### src/hdl/assert_macros.svh
// Assertion macros used by the parser RTL.
`ifndef ASSERT_MACROS_SVH
`define ASSERT_MACROS_SVH

// Same-cycle implication, checked outside reset.
`define TFP_ASSERT_NOW(label, clk, rst_n, ante, cons) \
    label: assert property (@(posedge clk) disable iff (!rst_n) (ante) |-> (cons)) \
        else $error("same-cycle check failed");

// Next-cycle implication, checked outside reset.
`define TFP_ASSERT_NXT(label, clk, rst_n, ante, cons) \
    label: assert property (@(posedge clk) disable iff (!rst_n) (ante) |=> (cons)) \
        else $error("next-cycle check failed");

`endif

### src/hdl/tfp_pkg.sv
// Types and constants shared by the TLV frame parser modules.
package tfp_pkg;

    localparam int unsigned POS_W = 17;
    localparam int unsigned ACC_W = 48;

    // header byte offsets
    localparam logic [POS_W-1:0] CHECK_START = 17'd2;
    localparam logic [POS_W-1:0] BODY_START  = 17'd5;
    localparam logic [POS_W-1:0] MSG_POS     = 17'd2;
    localparam logic [POS_W-1:0] LEN_HI_POS  = 17'd3;
    localparam logic [POS_W-1:0] LEN_LO_POS  = 17'd4;
    localparam logic [POS_W-1:0] LEN_ADJ     = 17'd6;

    localparam logic [7:0] NUM_BYTES  = 8'd4;
    localparam logic [7:0] TIME_BYTES = 8'd6;

    localparam logic [2:0] TYPE_NUM0 = 3'd0;
    localparam logic [2:0] TYPE_NUM1 = 3'd1;
    localparam logic [2:0] TYPE_STR  = 3'd2;
    localparam logic [2:0] TYPE_TIME = 3'd3;

    typedef enum logic [2:0] {
        PH_HEADER = 3'd0,
        PH_HEAD   = 3'd1,
        PH_NAME   = 3'd2,
        PH_STRLEN = 3'd3,
        PH_VALUE  = 3'd4
    } t_phase;

    typedef enum logic [2:0] {
        KIND_HEADER   = 3'd0,
        KIND_HEAD     = 3'd1,
        KIND_NAME     = 3'd2,
        KIND_STRLEN   = 3'd3,
        KIND_VALUE    = 3'd4,
        KIND_CHECKSUM = 3'd5
    } t_kind;

    typedef enum logic [1:0] {
        ST_BUSY = 2'd0,
        ST_OK   = 2'd1,
        ST_BAD  = 2'd2,
        ST_CUT  = 2'd3
    } t_status;

    typedef struct packed {
        t_kind             byte_kind;
        logic [7:0]        echo_byte;
        logic [2:0]        item_type;
        logic [4:0]        name_length;
        logic [ACC_W-1:0]  value_word;
        logic              value_complete;
        logic [2:0]        message_kind;
        logic              frame_end;
        t_status           frame_status;
    } t_result;

endpackage

### src/hdl/tlv_frame_parser_xor.sv
// Top level of the TLV frame parser with XOR checksum check.
//
// Slave stream: one frame byte per request in i_s_axis_tdata. The first byte
// after reset or after a checksum byte is byte 0 of a new frame. Bytes 3..4
// give the payload length; the frame is that plus 6 bytes, the last one being
// the XOR of bytes 2 up to the byte before it.
// Master stream: one result per input byte. tlast marks the checksum byte,
// tuser carries the byte kind and the value-complete flag, tdata the echoed
// byte, item type, name length, assembled value, message type and status.
// A byte accepted on the slave side passes the input register, then the result
// register, before it shows up on the master side.
// Throughput: one byte per cycle unless the master side stalls; the whole
// parse step is one pass of logic between the input and result registers.
// Stall: when the master side stalls, the result register holds and the input
// register still takes one more byte; tready drops only with both full.
// Reset (i_rst_n low, synchronous) empties both registers and returns the
// parser to the start of a frame.
module tlv_frame_parser_xor (
    input  logic        i_clk,
    input  logic        i_rst_n,
    input  logic        i_s_axis_tvalid,
    output logic        o_s_axis_tready,
    input  logic [7:0]  i_s_axis_tdata,   // [7:0] in_byte
    output logic        o_m_axis_tvalid,
    input  logic        i_m_axis_tready,
    // [7:0] echo_byte, [10:8] item_type, [15:11] name_length,
    // [63:16] value_word, [66:64] message_kind, [68:67] frame_status, [71:69] zero
    output logic [71:0] o_m_axis_tdata,
    output logic        o_m_axis_tlast,   // frame_end
    output logic [3:0]  o_m_axis_tuser    // [2:0] byte_kind, [3] value_complete
);

    logic             in_valid;
    logic [7:0]       in_byte;
    logic             out_ready;
    logic             fire;
    tfp_pkg::t_result res;

    assign fire = in_valid && out_ready;

    tfp_in_stage u_in (
        .i_clk   (i_clk),
        .i_rst_n (i_rst_n),
        .i_valid (i_s_axis_tvalid),
        .i_byte  (i_s_axis_tdata),
        .o_ready (o_s_axis_tready),
        .i_take  (out_ready),
        .o_valid (in_valid),
        .o_byte  (in_byte)
    );

    tfp_parser u_parse (
        .i_clk   (i_clk),
        .i_rst_n (i_rst_n),
        .i_valid (fire),
        .i_byte  (in_byte),
        .o_res   (res)
    );

    tfp_out_stage u_out (
        .i_clk           (i_clk),
        .i_rst_n         (i_rst_n),
        .i_valid         (in_valid),
        .i_res           (res),
        .o_ready         (out_ready),
        .o_m_axis_tvalid (o_m_axis_tvalid),
        .i_m_axis_tready (i_m_axis_tready),
        .o_m_axis_tdata  (o_m_axis_tdata),
        .o_m_axis_tlast  (o_m_axis_tlast),
        .o_m_axis_tuser  (o_m_axis_tuser)
    );

endmodule

### src/hdl/tfp_in_stage.sv
// Input register stage: holds one request byte until the parser takes it.
module tfp_in_stage (
    input  logic       i_clk,
    input  logic       i_rst_n,
    input  logic       i_valid,
    input  logic [7:0] i_byte,
    output logic       o_ready,
    input  logic       i_take,
    output logic       o_valid,
    output logic [7:0] o_byte
);

    logic       r_valid;
    logic [7:0] r_byte;

    assign o_ready = !r_valid || i_take;
    assign o_valid = r_valid;
    assign o_byte  = r_byte;

    always_ff @(posedge i_clk) begin
        if (!i_rst_n) begin
            r_valid <= 1'b0;
        end else if (o_ready) begin
            r_valid <= i_valid;
        end
    end

    always_ff @(posedge i_clk) begin
        if (o_ready && i_valid) begin
            r_byte <= i_byte;
        end
    end

endmodule

### src/hdl/tfp_parser.sv
// Frame parse state and the per-byte result logic.
`include "assert_macros.svh"

module tfp_parser (
    input  logic              i_clk,
    input  logic              i_rst_n,
    input  logic              i_valid,
    input  logic [7:0]        i_byte,
    output tfp_pkg::t_result  o_res
);

    logic [tfp_pkg::POS_W-1:0] r_pos,   n_pos;
    logic [tfp_pkg::POS_W-1:0] r_flen,  n_flen;
    logic [7:0]                r_xor,   n_xor;
    tfp_pkg::t_phase           r_phase, n_phase;
    logic [7:0]                r_bl,    n_bl;
    logic [2:0]                r_type,  n_type;
    logic [4:0]                r_nlen,  n_nlen;
    logic [tfp_pkg::ACC_W-1:0] r_acc,   n_acc;
    logic [2:0]                r_msg,   n_msg;

    logic [tfp_pkg::POS_W:0]   pos_inc;
    logic                      is_ck;
    logic [7:0]                bl_dec;

    // phase after the name bytes of an item of the given type
    function automatic tfp_pkg::t_phase after_name_phase(input logic [2:0] typ);
        tfp_pkg::t_phase ph;
        case (typ)
            tfp_pkg::TYPE_NUM0, tfp_pkg::TYPE_NUM1, tfp_pkg::TYPE_TIME: ph = tfp_pkg::PH_VALUE;
            tfp_pkg::TYPE_STR:  ph = tfp_pkg::PH_STRLEN;
            default:            ph = tfp_pkg::PH_HEAD;
        endcase
        return ph;
    endfunction

    // value byte count after the name; other types leave the count alone
    function automatic logic [7:0] after_name_count(input logic [2:0] typ,
                                                     input logic [7:0] cur);
        logic [7:0] cnt;
        case (typ)
            tfp_pkg::TYPE_NUM0, tfp_pkg::TYPE_NUM1: cnt = tfp_pkg::NUM_BYTES;
            tfp_pkg::TYPE_TIME: cnt = tfp_pkg::TIME_BYTES;
            default:            cnt = cur;
        endcase
        return cnt;
    endfunction

    assign pos_inc = {1'b0, r_pos} + 18'd1;
    assign is_ck   = (r_pos >= tfp_pkg::BODY_START) && (pos_inc == {1'b0, r_flen});
    assign bl_dec  = r_bl - 8'd1;

    always_comb begin
        n_pos   = r_pos;
        n_flen  = r_flen;
        n_xor   = r_xor;
        n_phase = r_phase;
        n_bl    = r_bl;
        n_type  = r_type;
        n_nlen  = r_nlen;
        n_acc   = r_acc;
        n_msg   = r_msg;

        o_res                = '0;
        o_res.byte_kind      = tfp_pkg::KIND_HEADER;
        o_res.frame_status   = tfp_pkg::ST_BUSY;
        o_res.echo_byte      = i_byte;

        if (is_ck) begin
            o_res.byte_kind    = tfp_pkg::KIND_CHECKSUM;
            o_res.frame_end    = 1'b1;
            o_res.message_kind = r_msg;
            // a mismatch wins over a cut item
            if (r_xor != i_byte) begin
                o_res.frame_status = tfp_pkg::ST_BAD;
            end else if (r_phase != tfp_pkg::PH_HEAD) begin
                o_res.frame_status = tfp_pkg::ST_CUT;
            end else begin
                o_res.frame_status = tfp_pkg::ST_OK;
            end
            n_pos   = '0;
            n_flen  = '0;
            n_xor   = '0;
            n_phase = tfp_pkg::PH_HEADER;
            n_bl    = '0;
            n_type  = '0;
            n_nlen  = '0;
            n_acc   = '0;
            n_msg   = '0;
        end else begin
            if (r_pos >= tfp_pkg::CHECK_START) begin
                n_xor = r_xor ^ i_byte;
            end
            if (r_pos < tfp_pkg::BODY_START) begin
                o_res.byte_kind = tfp_pkg::KIND_HEADER;
                if (r_pos == tfp_pkg::MSG_POS) begin
                    n_msg = i_byte[7:5];
                end
                if (r_pos == tfp_pkg::LEN_HI_POS) begin
                    n_flen = {1'b0, i_byte, 8'h00};
                end
                if (r_pos == tfp_pkg::LEN_LO_POS) begin
                    n_flen  = r_flen + {9'd0, i_byte} + tfp_pkg::LEN_ADJ;
                    n_phase = tfp_pkg::PH_HEAD;
                end
            end else begin
                case (r_phase)
                    tfp_pkg::PH_NAME: begin
                        o_res.byte_kind = tfp_pkg::KIND_NAME;
                        n_bl = bl_dec;
                        if (bl_dec == 8'd0) begin
                            n_phase = after_name_phase(r_type);
                            n_bl    = after_name_count(r_type, bl_dec);
                        end
                    end
                    tfp_pkg::PH_STRLEN: begin
                        o_res.byte_kind = tfp_pkg::KIND_STRLEN;
                        n_bl    = i_byte;
                        n_phase = (i_byte == 8'd0) ? tfp_pkg::PH_HEAD : tfp_pkg::PH_VALUE;
                    end
                    tfp_pkg::PH_VALUE: begin
                        o_res.byte_kind = tfp_pkg::KIND_VALUE;
                        if (r_type != tfp_pkg::TYPE_STR) begin
                            n_acc = {r_acc[tfp_pkg::ACC_W-9:0], i_byte};
                        end
                        n_bl = bl_dec;
                        if (bl_dec == 8'd0) begin
                            if (r_type != tfp_pkg::TYPE_STR) begin
                                o_res.value_complete = 1'b1;
                                o_res.value_word     = n_acc;
                            end
                            n_phase = tfp_pkg::PH_HEAD;
                        end
                    end
                    default: begin
                        // item head; also taken in the header phase
                        o_res.byte_kind = tfp_pkg::KIND_HEAD;
                        n_type = i_byte[7:5];
                        n_nlen = i_byte[4:0];
                        n_acc  = '0;
                        if (i_byte[4:0] != 5'd0) begin
                            n_phase = tfp_pkg::PH_NAME;
                            n_bl    = {3'd0, i_byte[4:0]};
                        end else begin
                            n_phase = after_name_phase(i_byte[7:5]);
                            n_bl    = after_name_count(i_byte[7:5], r_bl);
                        end
                    end
                endcase
                o_res.item_type   = n_type;
                o_res.name_length = n_nlen;
            end
            n_pos              = pos_inc[tfp_pkg::POS_W-1:0];
            o_res.message_kind = n_msg;
        end
    end

    always_ff @(posedge i_clk) begin
        if (!i_rst_n) begin
            r_pos   <= '0;
            r_flen  <= '0;
            r_xor   <= '0;
            r_phase <= tfp_pkg::PH_HEADER;
            r_bl    <= '0;
            r_type  <= '0;
            r_nlen  <= '0;
            r_acc   <= '0;
            r_msg   <= '0;
        end else if (i_valid) begin
            r_pos   <= n_pos;
            r_flen  <= n_flen;
            r_xor   <= n_xor;
            r_phase <= n_phase;
            r_bl    <= n_bl;
            r_type  <= n_type;
            r_nlen  <= n_nlen;
            r_acc   <= n_acc;
            r_msg   <= n_msg;
        end
    end

    // checksum byte returns the parser to its reset state
    `TFP_ASSERT_NXT(a_ck_clears, i_clk, i_rst_n, i_valid && is_ck, r_pos == '0 && r_xor == '0 && r_phase == tfp_pkg::PH_HEADER)
    // only numeric and timestamp items complete a value
    `TFP_ASSERT_NOW(a_vc_type, i_clk, i_rst_n, i_valid && o_res.value_complete, r_type == tfp_pkg::TYPE_NUM0 || r_type == tfp_pkg::TYPE_NUM1 || r_type == tfp_pkg::TYPE_TIME)
    // once in the body the header phase is never seen
    `TFP_ASSERT_NOW(a_body_phase, i_clk, i_rst_n, r_pos >= tfp_pkg::BODY_START, r_phase != tfp_pkg::PH_HEADER)

endmodule

### src/hdl/tfp_out_stage.sv
// Result register stage driving the master stream.
module tfp_out_stage (
    input  logic              i_clk,
    input  logic              i_rst_n,
    input  logic              i_valid,
    input  tfp_pkg::t_result  i_res,
    output logic              o_ready,
    output logic              o_m_axis_tvalid,
    input  logic              i_m_axis_tready,
    output logic [71:0]       o_m_axis_tdata,
    output logic              o_m_axis_tlast,
    output logic [3:0]        o_m_axis_tuser
);

    logic             r_valid;
    tfp_pkg::t_result r_res;

    assign o_ready         = !r_valid || i_m_axis_tready;
    assign o_m_axis_tvalid = r_valid;
    assign o_m_axis_tlast  = r_res.frame_end;
    assign o_m_axis_tuser  = {r_res.value_complete, r_res.byte_kind};
    assign o_m_axis_tdata  = {3'd0, r_res.frame_status, r_res.message_kind,
                              r_res.value_word, r_res.name_length,
                              r_res.item_type, r_res.echo_byte};

    always_ff @(posedge i_clk) begin
        if (!i_rst_n) begin
            r_valid <= 1'b0;
        end else if (o_ready) begin
            r_valid <= i_valid;
        end
    end

    always_ff @(posedge i_clk) begin
        if (o_ready && i_valid) begin
            r_res <= i_res;
        end
    end

endmodule
### config.mk
export PLATFORM = sky130hd
export DESIGN_NAME = tlv_frame_parser_xor
export DESIGN_NICKNAME = d
export VERILOG_FILES = /design/src/hdl/tfp_pkg.sv /design/src/hdl/tlv_frame_parser_xor.sv /design/src/hdl/tfp_in_stage.sv /design/src/hdl/tfp_parser.sv /design/src/hdl/tfp_out_stage.sv
export VERILOG_INCLUDE_DIRS = /design/src /design/src/hdl
export SDC_FILE = /design/constraint.sdc
export NUM_CORES = 1
export LEC_CHECK = 0
export ABC_AREA = 1
export ABC_CLOCK_PERIOD_IN_PS = 5000
export BUFFER_PORTS_ARGS = -buffer_cell sky130_fd_sc_hd__buf_4
export CORE_MARGIN = 10
export CORE_UTILIZATION = 54
export DETAILED_ROUTE_END_ITERATION = 10
export PLACE_DENSITY = 0.76
export SETUP_SLACK_MARGIN = 0.05
export SLEW_MARGIN = 20
export SYNTH_ARGS = -nofsm -noshare
export SYNTH_HDL_FRONTEND = slang
export SYNTH_SLANG_ARGS = --single-unit
### constraint.sdc
create_clock -name i_clk -period 5 [get_ports i_clk]
set_clock_uncertainty 0.2 [all_clocks]
set_input_delay 1.5 -clock i_clk [delete_from_list [all_inputs] [get_ports i_clk]]
set_output_delay 1.5 -clock i_clk [all_outputs]
set_load 0.05 [all_outputs]
### Yosys cells after proc, flatten, opt, wreduce, memory -nomap -nowiden

Index checks and enable logic that the tools add are counted.
Widths: inputs -> output; s select.

| storage, ports and cells | value |
|---|---|
| bits in registers | 196 |
| bits of input ports | 12 |
| output and inout bits | 79 |
| word-level logic and storage cells | 132 |

| cells by class | value |
|---|---|
| add/sub/neg operators | 4 |
| $lt $le $gt $ge | 3 |
| equal/unequal tests | 21 |
| mux-type cells | 44 |
| bitwise gates (word level) | 5 |
| reductions and logical operators | 32 |

Operators with widths:

| kind | number |
|---|---|
| $mux 48 | 3 |
| $pmux 48 s2 | 1 |
| $mux 17 | 5 |
| $mux 3 | 16 |
| $mux 8 | 6 |
| $eq 17x2->1 const B | 2 |
| $pmux 8 s2 | 2 |
| $pmux 8 s3 | 1 |
| $add 17x1->18 const B | 1 |
| $eq 18x17->1 | 1 |
| $eq 3x2->1 const B | 6 |
| $pmux 3 s3 | 2 |
| $add 17x3->17 const B | 1 |
| $add 17x8->17 | 1 |
| $eq 17x3->1 const B | 1 |
| $ge 17x2->1 const B | 1 |
| $ge 17x3->1 const B | 1 |
| $lt 17x3->1 const B | 1 |
| $logic_not 8->1 | 2 |
| $mux 5 | 3 |
| $pmux 3 s2 | 2 |
| $reduce_or 2->1 | 5 |
| $reduce_and 3->1 | 3 |
| $reduce_or 3->1 | 3 |
| other kinds (24) | 39 |

### Logic depth before layout (Yosys ltp)

| logic depth | value |
|---|---|
| word-level depth | 7 |
| mapped depth | 19 |

### Hierarchy

From an unflattened synthesis, not the netlist that was laid out.

| unflattened totals | value |
|---|---|
| cells, all modules | 1366 |
| area total of the unflattened synthesis | 10492.6 um^2 |

By module, submodules not included:

| module | instances | cells an instance | area each (um^2) |
|---|---|---|---|
| tfp_parser | 1 | 1264 | 7893.8 |
| tfp_out_stage | 1 | 85 | 2299.7 |
| tfp_in_stage | 1 | 15 | 291.5 |
| tlv_frame_parser_xor | 1 | 2 | 7.5 |

### Least setup slack after synthesis

OpenSTA, ideal clock, no wires.

| timing path | value |
|---|---|
| path kind | input port to flip-flop |
| from | in i_m_axis_tready |
| to | reg u_out.r_res (netlist bit u_out.o_m_axis_tdata[0]), enable pin |
| data arrival time | 4.280 ns |
| data required time | 4.333 ns |
| slack | 0.053 ns |
| stages | 6 |
| buffers on the path | 2 |
| cell sequence | inv_1 -> nand2_1 -> nand2_1 -> inv_1 -> clkbuf_1 -> clkbuf_1 |

| between the ends | value |
|---|---|
| word-level cells in the longest chain between the ends | 2 |

Ends and longest elaborated chain:

| what | RTL line | text |
|---|---|---|
| start: declaration | tlv_frame_parser_xor.sv:25 | `input logic i_m_axis_tready,` |
| $logic_or 1x1->1 | tfp_out_stage.sv:18 | `assign o_ready = !r_valid \|\| i_m_axis_tready;` |
| $logic_and 1x1->1 | n/a |  |
| named net fire | tlv_frame_parser_xor.sv:36 | `logic fire;` |
| end signal: assignment | tfp_out_stage.sv:36 | `r_res <= i_res;` |
| end: declaration | tfp_out_stage.sv:16 | `tfp_pkg::t_result r_res;` |

The timed path passes the listed nets, and every way through them passes these cells.
A chain may end at the register's enable or synchronous reset.

### Worst setup path in the final report

| timing path | value |
|---|---|
| from | reg u_parse.r_pos[0] in the netlist's numbering |
| to | reg u_out.r_res (netlist bit u_out.o_m_axis_tdata[51]), data pin |

| between the ends | value |
|---|---|
| word-level cells in the longest chain between the ends | 4 |
| elaborated cells between the ends (all ways) | 6 |

Ends and longest elaborated chain:

| what | RTL line | text |
|---|---|---|
| start: declaration | tfp_parser.sv:12 | `logic [tfp_pkg::POS_W-1:0] r_pos, n_pos;` |
| start signal: assignment | tfp_parser.sv:170 | `r_pos <= n_pos;` |
| $add 17x1->18 | tfp_parser.sv:49 | `assign pos_inc = {1'b0, r_pos} + 18'd1;` |
| $eq 18x17->1 | tfp_parser.sv:50 | `assign is_ck = (r_pos >= tfp_pkg::BODY_START) && (pos_inc == {1'b0, r_flen});` |
| $logic_and 1x1->1 | tfp_parser.sv:50 |  |
| $reduce_or 5->1 (no source line) * | n/a |  |

Mark *: on every way between the ends. The rest lies on a longest branch, timed or not.

==> results.md <==
* Status: completed
* Gates resized, CTS repair at 0
* Worst Setup Slack, final at between 1 and 1.5 ns
* Yosys top cell area share at 0.247
* Drt wl/cell at between 15 and 20 um
* Power per cell area at roughly 290 nW/um^2
* Number of synthesized register bits at between 150 and 200
* Max stage delay on crit path at 0.56 ns
* Pre-CTS setup slack at about 1.2 ns
* Ratio of cells with drive above 1 in the final layout at 0.114
* GR Overflow Total at 0
* Transition time of the tightest slew-check pin at between 0.8 and 0.9 ns
* Top area cells in the synthesized netlist: edfxtp_1, dfxtp_1, nand2_1
* Leakage power total at 0.00438 uW
* Routed WL at roughly 26000 um
* DR DRC count at 0
* Antenna diodes at 0
* TritonCTS clock tree: built
* Antenna violations before repair at 0
* Sequential area share after synthesis at 0.459
* Relative slew slack at 0.443
* Crit path top cell by count: nand2_1
* IO Port Bufs at 87
* Area delta synth->final at 12.9%
* Initial core utilization at 0.552
* Antenna Nets Post-Route at 0
* Crit Path Max Fanout at 46
* Vias in the first global route at roughly 8200
* DRT iter0 DRCs at 740
* Fmax at roughly 270 MHz
* Clk sinks at roughly 190
* Final min period at between 3 and 4 ns
* Setup Buffers After CTS at 0
* Tot GR Track Use at 0.211
* Worst VDD drop at about 0.26 mV
* Setup TNS at 0 ns
* Worst skew pair latency at 0.44 ns
* DR pass1 iterations at 5
* Tightest Hold Check Type: flip-flop to flip-flop
* Height of the die at 156 um
* Routed vias at 9034
* Hold_buf cts at 0
* Syn avg cell area at between 7 and 8 sq um
* Dominant cell type by area after synthesis: edfxtp_1
* Largest net degree at the start of global routing at 83
* Die area at 24300 sq um
* Final std cells w/o fill at 1647
* Worst Setup End Kind: flip-flop
* Critical path arrival at 3.73 ns
* Worst path slowest cell: inv_2
* Final Setup Violations at 0
* Unrepaired setup endpoints after global routing: no
* Root Buffer: clkbuf_16
* Vias per cell at approximately 5.5
* Synth Cell Area at ~10000 sq um
* Die Wd at roughly 160 um
* Cells after Synth at around 1400
* Max-cap violation count at 0
* Most common cell after layout, fill and taps aside: nand2_1
* Gp weighted congestion at ~0.94
* Commonest non-fill, non-tap cells in the layout: nand2_1, nor2_1, inv_1
* Yosys cell types at 43
* CTS Buf Count at 17
* Critical Path Source Type: flip-flop
* Num ports at a little over 90
* Max clock buf depth at 2
* Dpl cells at 1615
* Core Rows at 49
* Critical path required time at between 4 and 5 ns
* Hpwl dp at 18700 um
* Kind of critical path: flip-flop to flip-flop
* Fin. Hold Viols at 0
* Clock transition at path regs at 0.08 ns
* Max Transition Viols Final at 0
* Nets@finish at around 1400
* Warnings from Yosys at 0
* First-pass GRT wire length at 42100 um
* Period utilization at 0.754
* Core ar. at approximately 18000 sq um
* Crit path buffers/inverters at 2
* Critical Path, Cell by Cell: ha_1, nand2_2, nor2_4, nand2_1, nand2_1, nand2_1, nand2_1, nand2_1, nor2_1, nand2_1, nor2_1, nand3_4, nand3_1, nor2_1, inv_2, nor2_4, inv_2, nor2_1
* Hold_ws at ~0.27 ns
* CTS H-tree depth at 4
* Critical path's top delay family: simple AND/OR/NAND/NOR gates
## power by group
group / total [uW] / internal, uW / switching (uW)
logic: 288 / 73.8 / 214
clock network: 1330 / 666 / 663
registers: 1660 / 1640 / 25.5
total: 3280 / 2380 / 903
## per-stage QoR
stage	total power, uW	cell area (sq um)	utilization
finish	3280	11300	0.623
global route	3380	11300	0.623
CTS	3290	11300	0.623
detailed placement	1990	10700	0.591
global placement	1980	10700	0.591
floorplan	1900	9990	-
## worst paths after layout
kind              depth (start not counted)               from                  endpoint  slack, ns
setup reg to reg                         18   u_parse.r_pos[0]  u_out.o_m_axis_tdata[51]       1.23
setup / recovery                         18   u_parse.r_pos[0]  u_out.o_m_axis_tdata[51]       1.23
hold reg to reg                           2  u_parse.r_nlen[4]         u_parse.r_nlen[4]       0.27
hold / removal                            2  u_parse.r_nlen[4]         u_parse.r_nlen[4]       0.27
## tightest hold or removal path: cells and delay by family, from the launching register on
kind	cells	cell delay [ns]
AOI/OAI and AO/OA	1	0.05
DFF	1	0.31
and+or+nand+nor	1	0.06
## routing by layer
| layer | routed length, um | share of wire | track usage |
|---|---|---|---|
| met1 | 11500 | 0.45 | 0.276 |
| met2 | 12500 | 0.48 | 0.355 |
| met3 | 1540 | 0.059 | 0.0378 |
| met4 | 340 | 0.013 | 0.0531 |
| met5 | 0 | 0 | 0 |
## cell families (layout without fill, tap and decap cells)
group / count (synthesis) / count (layout) / share of synthesized area
other: 1 / 3 / 0.000376
AO/OA/AOI/OAI: 238 / 238 / 0.125
AND/OR/NAND/NOR: 645 / 645 / 0.272
buffers and inverters: 236 / 300 / 0.0954
flip-flops: 188 / 188 / 0.459
XOR/XNOR: 21 / 21 / 0.0184
adder cells (fa/ha/maj): 23 / 23 / 0.0296
## state kept, by name (all words and copies together) (netlist names)
name                   count
u_in.o_byte                8
u_in.o_valid               1
u_out.o_m_axis_tdata      69
u_out.o_m_axis_tlast       1
u_out.o_m_axis_tuser       4
u_out.o_m_axis_tvalid      1
u_parse.r_acc             40
u_parse.r_bl               8
u_parse.r_flen            17
u_parse.r_msg              3
u_parse.r_nlen             5
u_parse.r_phase            3
u_parse.r_pos             17
u_parse.r_type             3
u_parse.r_xor              8
## Yosys cell counts
| cell type | number |
|---|---|
| clkbuf_1 | 34 |
| o211a_1 | 1 |
| edfxtp_1 | 82 |
| or2_2 | 1 |
| inv_1 | 162 |
| nor4_1 | 5 |
| and2_1 | 1 |
| nand2_1 | 315 |
| o21bai_1 | 2 |
| clkinv_1 | 2 |
| buf_6 | 2 |
| o31ai_1 | 1 |
| nor3_1 | 14 |
| a22oi_1 | 1 |
| conb_1 | 1 |
| ha_1 | 22 |
| o21ai_2 | 1 |
| xnor2_1 | 8 |
| nand3_4 | 1 |
| a21oi_1 | 110 |
| o21ai_1 | 9 |
| nand3b_1 | 2 |
| o41ai_1 | 1 |
| nand3_1 | 90 |
| nand4_1 | 23 |
| a221oi_1 | 2 |
| nor2_4 | 4 |
| nand2_2 | 7 |
| a21o_1 | 2 |
| o211ai_1 | 1 |
| o22ai_1 | 2 |
| inv_2 | 9 |
| a31oi_1 | 3 |
| xor2_1 | 13 |
| nor2_1 | 175 |
| a21oi_2 | 2 |
| dfxtp_1 | 106 |
| fa_1 | 1 |
| buf_2 | 20 |
| nor2_2 | 6 |
| o21ai_0 | 100 |
| nor3_2 | 1 |
| buf_4 | 7 |
## area by class of cell
type | instances | area, sq um
clock buffer | 17 | 425
clock inverter | 15 | 148
sequential | 188 | 4580
inverter | 173 | 651
multi-input combinational | 930 | 4450
fill | 1659 | 6820
tap | 229 | 287
timing repair buffer | 95 | 713
Note: power is estimated with default switching activity, not from simulation.
